## config.mk

```make
export PLATFORM = sky130hd
export DESIGN_NAME = flood_packet_dedup_relay
export DESIGN_NICKNAME = d
export VERILOG_FILES = /design/src/sv/fpdr_pkg.sv /design/src/sv/flood_packet_dedup_relay.sv /design/src/sv/fpdr_cell.sv /design/src/sv/fpdr_cache.sv
export VERILOG_INCLUDE_DIRS = /design/src /design/src/sv
export SDC_FILE = /design/constraint.sdc
export NUM_CORES = 2
export LEC_CHECK = 0
export BUFFER_PORTS_ARGS = -buffer_cell sky130_fd_sc_hd__buf_2
export CAP_MARGIN = 20
export CORE_MARGIN = 5
export CORE_UTILIZATION = 60
export CTS_CLUSTER_SIZE = 16
export DETAILED_ROUTE_END_ITERATION = 10
export GPL_TIMING_DRIVEN = 1
export PLACE_DENSITY = 0.86
export SYNTH_ARGS = -nofsm -noshare
export SYNTH_HDL_FRONTEND = slang
export SYNTH_SLANG_ARGS = --single-unit
```

## constraint.sdc

```tcl
create_clock -name clk -period 4.01 [get_ports clk]
set_input_delay 0.2005 -clock clk [delete_from_list [all_inputs] [get_ports clk]]
set_output_delay 0.2005 -clock clk [all_outputs]
set_load 0.05 [all_outputs]
```

## src/sv/flood_packet_dedup_relay_assert.svh

```systemverilog
// ----------------------------------------------------------------------------
// Assertion macros for the flood packet relay.
// Each macro checks one implication on the rising edge of clk, off in reset.
// ----------------------------------------------------------------------------
`ifndef FLOOD_PACKET_DEDUP_RELAY_ASSERT_SVH
`define FLOOD_PACKET_DEDUP_RELAY_ASSERT_SVH

// Consequent must hold in the same cycle as the antecedent.
`define FPDR_ASSERT_SAME(label, ante, cons, msg) \
  label: assert property (@(posedge clk) disable iff (rst) (ante) |-> (cons)) \
    else $error(msg);

// Consequent must hold in the cycle after the antecedent.
`define FPDR_ASSERT_NEXT(label, ante, cons, msg) \
  label: assert property (@(posedge clk) disable iff (rst) (ante) |=> (cons)) \
    else $error(msg);

`endif

```

## src/sv/fpdr_pkg.sv

```systemverilog
// ----------------------------------------------------------------------------
// fpdr_pkg
// Shared constants and types of the flood packet relay and its seen cache.
// ----------------------------------------------------------------------------
package fpdr_pkg;

  localparam int CACHE_DEPTH = 16;
  localparam int IDX_W = (CACHE_DEPTH > 1) ? $clog2(CACHE_DEPTH) : 1;
  localparam int ADDR_W = 24;
  localparam int FID_W = 8;

  localparam logic [7:0]  FORMAT_TYPE    = 8'hff;
  localparam logic [15:0] FORMAT_COMPANY = 16'he002;
  localparam logic [47:0] TAG_MAGIC      = 48'h53484F455321;
  localparam logic [7:0]  KIND_FLOOD     = 8'h01;
  localparam logic [7:0]  BOTH_COLORS    = 8'd3;
  localparam logic [15:0] LIGHT_TIME_RST = 16'd300;

  typedef enum logic [2:0] {
    ST_BAD_CRC = 3'd0,
    ST_FOREIGN = 3'd1,
    ST_OTHER   = 3'd2,
    ST_OWN     = 3'd3,
    ST_SEEN    = 3'd4,
    ST_JOINED  = 3'd5,
    ST_FLAG    = 3'd6
  } status_t;

  typedef enum logic [1:0] {
    MODE_RX          = 2'd0,
    MODE_FLOOD_START = 2'd1,
    MODE_TIMER       = 2'd2
  } mode_t;

  typedef enum logic [0:0] {
    REG_OWN_ADDRESS = 1'b0,
    REG_LIGHT_TIME  = 1'b1
  } reg_idx_t;

  // Input item payload, last declared field in the lowest bits.
  typedef struct packed {
    logic [6:0]  pad;
    logic [23:0] initiator;
    logic [15:0] delay_ms;
    logic [7:0]  flood_color;
    logic [7:0]  hops;
    logic [7:0]  flood_seq;
    logic [7:0]  packet_kind;
    logic [47:0] name_tag;
    logic [15:0] company_id;
    logic [7:0]  ad_type;
    logic        crc_ok;
  } in_t;

  // Result item payload, last declared field in the lowest bits.
  typedef struct packed {
    logic [15:0] led_wait_ms;
    logic [7:0]  led_color;
    logic [23:0] relay_initiator;
    logic [7:0]  relay_color;
    logic [7:0]  relay_hop;
    logic [7:0]  relay_seq;
  } out_t;

  localparam int IN_W  = $bits(in_t);
  localparam int OUT_W = $bits(out_t);

  // Search token that walks the row of cache cells.
  typedef struct packed {
    logic              valid;
    logic              known;
    logic              hit;
    logic [IDX_W-1:0]  hit_idx;
    logic [ADDR_W-1:0] who;
    logic [FID_W-1:0]  fid;
  } tok_t;

  // Write command broadcast to the cells.
  typedef struct packed {
    logic              en;
    logic [IDX_W-1:0]  idx;
    logic [ADDR_W-1:0] who;
    logic [FID_W-1:0]  fid;
  } wr_t;

endpackage

```

## src/sv/flood_packet_dedup_relay.sv

```systemverilog
// ----------------------------------------------------------------------------
// flood_packet_dedup_relay
// Classifies radio events, drops repeated floods through a small seen cache
// and gives the relay and LED fields for floods this node joins.
// ----------------------------------------------------------------------------
// Flag events and rejected packets give their result in the cycle after
// acceptance and can be taken in every cycle while the output is not held.
// A flood that reaches the cache search walks the row of cells one cell per
// cycle, its result is then registered, and the next item can be taken as
// soon as that result is in the result register and the output is free. The
// result register lets a new item in while the previous result is being taken.
module flood_packet_dedup_relay import fpdr_pkg::*; (
  input  logic              clk,
  input  logic              rst,
  input  logic              s_tvalid,
  output logic              s_tready,
  // crc_ok, ad_type, company_id, name_tag, packet_kind, flood_seq, hops,
  // flood_color, delay_ms, initiator, zero fill
  input  logic [IN_W-1:0]   s_tdata,
  // mode
  input  logic [1:0]        s_tuser,
  output logic              m_tvalid,
  input  logic              m_tready,
  // relay_seq, relay_hop, relay_color, relay_initiator, led_color,
  // led_wait_ms
  output logic [OUT_W-1:0]  m_tdata,
  // status
  output logic [2:0]        m_tuser,
  input  logic              cfg_valid,
  output logic              cfg_ready,
  input  logic [0:0]        cfg_index,
  input  logic [23:0]       cfg_data
);

  `include "flood_packet_dedup_relay_assert.svh"

  typedef enum logic [2:0] {
    S_IDLE = 3'b001,
    S_LOOK = 3'b010,
    S_HOLD = 3'b100
  } state_t;

  state_t state, state_next;

  in_t     item;
  logic    s_acc;
  logic    out_free;
  logic    need_lookup;
  status_t quick;
  tok_t    launch;
  tok_t    res;

  logic [23:0] own_address;
  logic [15:0] light_period;
  logic        in_flood;

  logic [7:0]  fid_q;
  logic [7:0]  hop_q;
  logic [7:0]  col_q;
  logic [15:0] dly_q;
  logic [23:0] who_q;
  logic        known_q;

  logic    fin;
  logic    fin_known;
  logic    fin_load;
  out_t    joined_data;
  out_t    m_data;
  status_t m_status;

  assign item      = in_t'(s_tdata);
  assign out_free  = !m_tvalid || m_tready;
  assign s_tready  = (state == S_IDLE) && out_free;
  assign s_acc     = s_tvalid && s_tready;
  assign cfg_ready = 1'b1;
  assign m_tdata   = m_data;
  assign m_tuser   = m_status;

  always_ff @(posedge clk) begin
    if (rst) begin
      own_address  <= '0;
      light_period <= LIGHT_TIME_RST;
    end else if (cfg_valid && cfg_ready) begin
      case (cfg_index)
        REG_OWN_ADDRESS: own_address <= cfg_data;
        REG_LIGHT_TIME:  light_period <= cfg_data[15:0];
        default: ;
      endcase
    end
  end

  always_comb begin
    need_lookup = 1'b0;
    quick = ST_FLAG;
    if (s_tuser != MODE_RX) begin
      quick = ST_FLAG;
    end else if (!item.crc_ok) begin
      quick = ST_BAD_CRC;
    end else if ((item.ad_type != FORMAT_TYPE) || (item.company_id != FORMAT_COMPANY) ||
                 (item.name_tag != TAG_MAGIC)) begin
      quick = ST_FOREIGN;
    end else if (item.packet_kind != KIND_FLOOD) begin
      quick = ST_OTHER;
    end else if (item.initiator == own_address) begin
      quick = ST_OWN;
    end else begin
      need_lookup = 1'b1;
    end
  end

  always_comb begin
    launch = '0;
    launch.valid = s_acc && need_lookup;
    launch.who = item.initiator;
    launch.fid = item.flood_seq;
  end

  fpdr_cache u_cache (
    .clk    (clk),
    .rst    (rst),
    .launch (launch),
    .res    (res)
  );

  assign fin       = ((state == S_LOOK) && res.valid) || (state == S_HOLD);
  assign fin_known = (state == S_LOOK) ? res.known : known_q;
  assign fin_load  = fin && out_free;

  always_comb begin
    joined_data.relay_seq       = fid_q;
    joined_data.relay_hop       = hop_q + 8'd1;
    joined_data.relay_color     = col_q;
    joined_data.relay_initiator = who_q;
    joined_data.led_color       = in_flood ? BOTH_COLORS : col_q;
    joined_data.led_wait_ms     = (light_period > dly_q) ? (light_period - dly_q) : 16'd0;
  end

  always_comb begin
    state_next = state;
    case (state)
      S_IDLE: begin
        if (s_acc && need_lookup) begin
          state_next = S_LOOK;
        end
      end
      S_LOOK: begin
        if (res.valid) begin
          state_next = fin_load ? S_IDLE : S_HOLD;
        end
      end
      S_HOLD: begin
        if (out_free) begin
          state_next = S_IDLE;
        end
      end
      default: state_next = S_IDLE;
    endcase
  end

  always_ff @(posedge clk) begin
    if (rst) begin
      state    <= S_IDLE;
      m_tvalid <= 1'b0;
      in_flood <= 1'b0;
    end else begin
      state <= state_next;
      if ((s_acc && !need_lookup) || fin_load) begin
        m_tvalid <= 1'b1;
      end else if (m_tready) begin
        m_tvalid <= 1'b0;
      end
      if (s_acc && (s_tuser == MODE_FLOOD_START)) begin
        in_flood <= 1'b1;
      end else if (s_acc && (s_tuser == MODE_TIMER)) begin
        in_flood <= 1'b0;
      end else if (fin_load && !fin_known) begin
        in_flood <= 1'b1;
      end
    end
  end

  always_ff @(posedge clk) begin
    if (s_acc) begin
      fid_q <= item.flood_seq;
      hop_q <= item.hops;
      col_q <= item.flood_color;
      dly_q <= item.delay_ms;
      who_q <= item.initiator;
    end
    if ((state == S_LOOK) && res.valid) begin
      known_q <= res.known;
    end
    if (s_acc && !need_lookup) begin
      m_status <= quick;
      m_data   <= '0;
    end else if (fin_load) begin
      m_status <= fin_known ? ST_SEEN : ST_JOINED;
      m_data   <= fin_known ? '0 : joined_data;
    end
  end

  `FPDR_ASSERT_SAME(a_res_in_look, res.valid, state == S_LOOK,
    "cache result outside a search")
  `FPDR_ASSERT_NEXT(a_lookup_starts, s_acc && need_lookup, state == S_LOOK,
    "accepted flood did not start a search")
  `FPDR_ASSERT_SAME(a_joined_sets_flag, m_tvalid && (m_tuser == ST_JOINED), in_flood,
    "joined result without the in-flood flag")
  `FPDR_ASSERT_SAME(a_zero_unless_joined, m_tvalid && (m_tuser != ST_JOINED), m_tdata == '0,
    "nonzero relay fields on a result that is not joined")
  `FPDR_ASSERT_SAME(a_hold_has_output, state == S_HOLD, m_tvalid,
    "waiting for the output with an empty output register")

endmodule

```

## src/sv/fpdr_cell.sv

```systemverilog
// ----------------------------------------------------------------------------
// fpdr_cell
// One cache entry. Matches the passing token against its pair and registers the
// token for the next cell.
// ----------------------------------------------------------------------------
module fpdr_cell import fpdr_pkg::*; (
  input  logic             clk,
  input  logic             rst,
  input  logic [IDX_W-1:0] pos,
  input  tok_t             tok_in,
  input  wr_t              wr,
  output tok_t             tok_out
);

  logic [ADDR_W-1:0] ini;
  logic [FID_W-1:0]  fid;
  logic              ini_eq;
  tok_t              tok_next;

  assign ini_eq = (ini == tok_in.who);

  always_comb begin
    tok_next = tok_in;
    tok_next.known = tok_in.known || (ini_eq && (fid == tok_in.fid));
    if (!tok_in.hit && ini_eq) begin
      tok_next.hit = 1'b1;
      tok_next.hit_idx = pos;
    end
  end

  always_ff @(posedge clk) begin
    if (rst) begin
      ini <= '0;
      fid <= '0;
    end else if (wr.en && (wr.idx == pos)) begin
      ini <= wr.who;
      fid <= wr.fid;
    end
  end

  always_ff @(posedge clk) begin
    if (rst) begin
      tok_out <= '0;
    end else begin
      tok_out <= tok_next;
    end
  end

endmodule

```

## src/sv/fpdr_cache.sv

```systemverilog
// ----------------------------------------------------------------------------
// fpdr_cache
// Row of cache cells with the ring head. A finished search that found no
// matching pair stores it, in the initiator's entry or at the ring head.
// ----------------------------------------------------------------------------
module fpdr_cache import fpdr_pkg::*; (
  input  logic clk,
  input  logic rst,
  input  tok_t launch,
  output tok_t res
);

  tok_t             chain [CACHE_DEPTH];
  wr_t              wr;
  logic [IDX_W-1:0] head;

  for (genvar k = 0; k < CACHE_DEPTH; k++) begin : g_cell
    fpdr_cell u_cell (
      .clk     (clk),
      .rst     (rst),
      .pos     (IDX_W'(k)),
      .tok_in  ((k == 0) ? launch : chain[(k == 0) ? 0 : k - 1]),
      .wr      (wr),
      .tok_out (chain[k])
    );
  end

  assign res = chain[CACHE_DEPTH-1];

  always_comb begin
    wr.en  = res.valid && !res.known;
    wr.idx = res.hit ? res.hit_idx : head;
    wr.who = res.who;
    wr.fid = res.fid;
  end

  always_ff @(posedge clk) begin
    if (rst) begin
      head <= '0;
    end else if (wr.en && !res.hit) begin
      if (head == IDX_W'(CACHE_DEPTH - 1)) begin
        head <= '0;
      end else begin
        head <= head + 1'b1;
      end
    end
  end

endmodule
```

==> flow_summary_export.csv <==
group,metric,value,unit
status,status,"finished, final reports clean",
clocking,clk_pin_slew,70,ps
global_route,grt_pass1_vias,36000,
place,finalWeightedCongestion,0.929,
place,dpl.cell_count,6129,
worst_setup_path,cp.required,4580,ps
synth,netlist_area,47800,um^2
finish,fin_area,54900,um^2
place,place_area,49600,um^2
synth,syn_inst,5094,
finish,layout.cells.non_filler,6448,
sta,drv_slew,0,
worst_setup_path,critical_path.max_fanout,68,
route,antenna_left,0,
worst_setup_path,critPathCaptureType,"flip-flop",
synth,ys_ff_latch,1310,
clocking,cts_buffers,115,
finish,layout_commonest_cell,"dfxtp_1",
power_and_ir_drop,p_leak,22.0,nW
synth,synth_edf_count,68,
sta,clock_skew,42.8,ps
global_route,grt-ovfl-total,0,
worst_setup_path,cp.arrival,4020,ps
floorplanning,die_area,85500,um^2
global_route,grt_use_total,30.1,%
finish,fillers,5206,
route,drtPass1Iterations,7,
global_route,antenna_found_initial,7,
finish,nets,5504,
finish,area.growth.synth_to_final,14.7,%
place,hpwl,81.7,mm
synth,synthFlopType,"dfxtp_1",
worst_setup_path,path_class,"reg -> reg",
synth,syn_avg_cell_area,9.39,um^2
synth,yosysSeqAreaShare,56.2,%
floorplanning,die_h,292,um
synth,synth_cell_types,67,
finish,post-route-util,69.5,%
power_and_ir_drop,vdd_drop_max,0.383,mV
sta,setup_violations,0,
route,wire_per_inst,21.2,um
clocking,cts_resized,0,
clocking,clk_path_buf_depth,3,
sta,fin_crit,3450,ps
sta,relSlewSlack,14.3,%
sta,fin_crit_sh,86.1,%
clocking,cts_tree,"done",
route,drcViolationCount,0,
power_and_ir_drop,p_per_area,475,nW/um^2
route,wirelength,137,mm
sta,rsz0062_at_grt,"false",
sta,hold_viol_final,0,
worst_setup_path,r2r_setup_slack,560,ps
global_route,grt_first_pass_wirelength,204,mm
global_route,grt_max_degree,259,
synth,ys_warn_count,0,
synth,async_reset_ff_share,0,%
synth,synth.net_count,5297,
floorplanning,rows,103,
sta,clock.fmax,289,MHz
floorplanning,num_io_pins,262,
route,vias,37400,
clocking,clock_sinks,1310,
route,routed_via_density,5.80,
worst_setup_path,startpoint_type,"flip-flop",
floorplanning,start_util,60.6,%
sta,setup_tns,0,ps
floorplanning,core-area,79000,um^2
sta,worst-slew-pin-transition,1280,ps
floorplanning,die_w,292,um
finish,drive_gt1_share,10.1,%
place,portBuffers,253,
clocking,clock_latency,710,ps
clocking,h-tree-depth,3,
route,drt-initial-drc-count,4680,
worst_hold_path,hold_class,"in -> reg",
clocking,clock-root-buffer,"clkbuf_16",
finish,layout_common_cells,"1241 x dfxtp_1, 1144 x nand2_1, 600 x a21oi_1",
run,drv_cap,0,
area by class of cell:
class	count	area (um^2)	area share [%]
Clock inverter	50	636	1.16
Inverter	69	265	0.483
Timing Repair Buffer	419	3030	5.52
Tap cell	1050	1310	2.39
Sequential cell	1310	26900	49.0
Clock buffer	161	3400	6.19
Antenna cell	3	7.51	0.0137
Multi-Input combinational cell	3386	19300	35.2
repair_timing:
item                                   4_1_cts  5_1_grt
endpoints found under the hold margin      143        0
hold buffers                                93        0
setup buffers                                0        0
logic make-up (layout without fill, tap and decap cells):
family          count (synthesis)  count (layout)  share of synthesized area [%]
xor+xnor                      550             550                           10.1
compound gates                745             745                           8.78
other cells                     1               4                        0.00784
fa+ha+maj                      19              19                          0.513
simple gates                 2068            2068                           21.0
buf+inv                       398             699                           3.35
flops                        1310            1310                           56.2
mux                             3               3                         0.0654
path summary, 6_finish.rpt:
kind              cells after the start                                          endpoint                                              from
hold / removal                        5                       own_address[1]$_SDFFE_PP0P_                                         cfg_index
setup / recovery                      9                             in_flood$_SDFFE_PP0P_                             state[1]$_SDFFE_PP0P_
hold reg to reg                       2  u_cache.g_cell[13].u_cell.tok_out[35]$_SDFF_PP0_  u_cache.g_cell[12].u_cell.tok_out[35]$_SDFF_PP0_
setup reg to reg                      9                             in_flood$_SDFFE_PP0P_                             state[1]$_SDFFE_PP0P_
routing by layer:
metal,wire (um),up-vias,share of wire (%),GRT usage (%)
met5,55,-,0.040,0
met1,52100,17900,38,39.0
met4,7620,6,5.6,14.4
met3,14200,520,10,6.62
li1,-,17000,-,-
met2,63000,2025,46,48.2
sequential cells by signal, summed over array words and instances, names as in the netlist:
register and flops:
known_q 1, light_period 16, own_address 24, in_flood 1, who_q 24, u_cache.g_cell.u_cell.ini 384, m_tuser 3, col_q 8
m_tvalid 1, u_cache.head 4, m_tdata 72, u_cache.g_cell.u_cell.fid 128, hop_q 8, dly_q 16, u_cache.g_cell.u_cell.tok_out 609, state 3
fid_q 8
Yosys cell counts, types with 12 or more instances:
master        n  share of area (%)
nor4_1       96                1.3
nor3b_1      14               0.22
edfxtp_1     68                4.3
a21oi_1     600                6.3
o21ai_0      13               0.14
nor2_1       65               0.51
nand2b_1     26               0.34
and3_1       12               0.16
nand2_1    1144                9.0
nand4_1      75               0.98
xor2_1      343                6.3
and2_1       12               0.16
clkbuf_1    283                2.2
a22o_1       52               0.95
o2bb2ai_1    18               0.33
xnor2_1     207                3.8
nor3_1       23               0.24
ha_1         18               0.47
inv_1        68               0.53
dfxtp_1    1242                 52
nand3_1      18               0.19
buf_2        37               0.39
a31oi_1      13               0.17
nor2b_1     533                7.0
worst max-delay path: stages (launching register included):
cell,delay [ps]
dfxtp_1,350
nand2b_1,180
nor3b_1,290
nand2_1,250
clkinvlp_4,160
buf_4,770
a211oi_1,210
o21a_1,210
dlygate4sd3_1,550
nor2_1,340
metrics by stage:
step	setup slack, ps	total power, mW	hold slack (ps)
2_1_floorplan	134	14.2	299
3_3_place_gp	1310	14.5	378
3_5_place_dp	1220	14.5	379
4_1_cts	941	26.0	20.1
5_1_grt	346	26.7	78.7
6_report	556	26.1	61.4
power breakdown:
part           total [mW]  internal [mW]  switching [mW]
logic               0.969          0.359           0.610
clock network        11.7           6.74            4.93
registers            13.4           13.3           0.130
total                26.1           20.4            5.67
(Power assumes the default switching activity.)
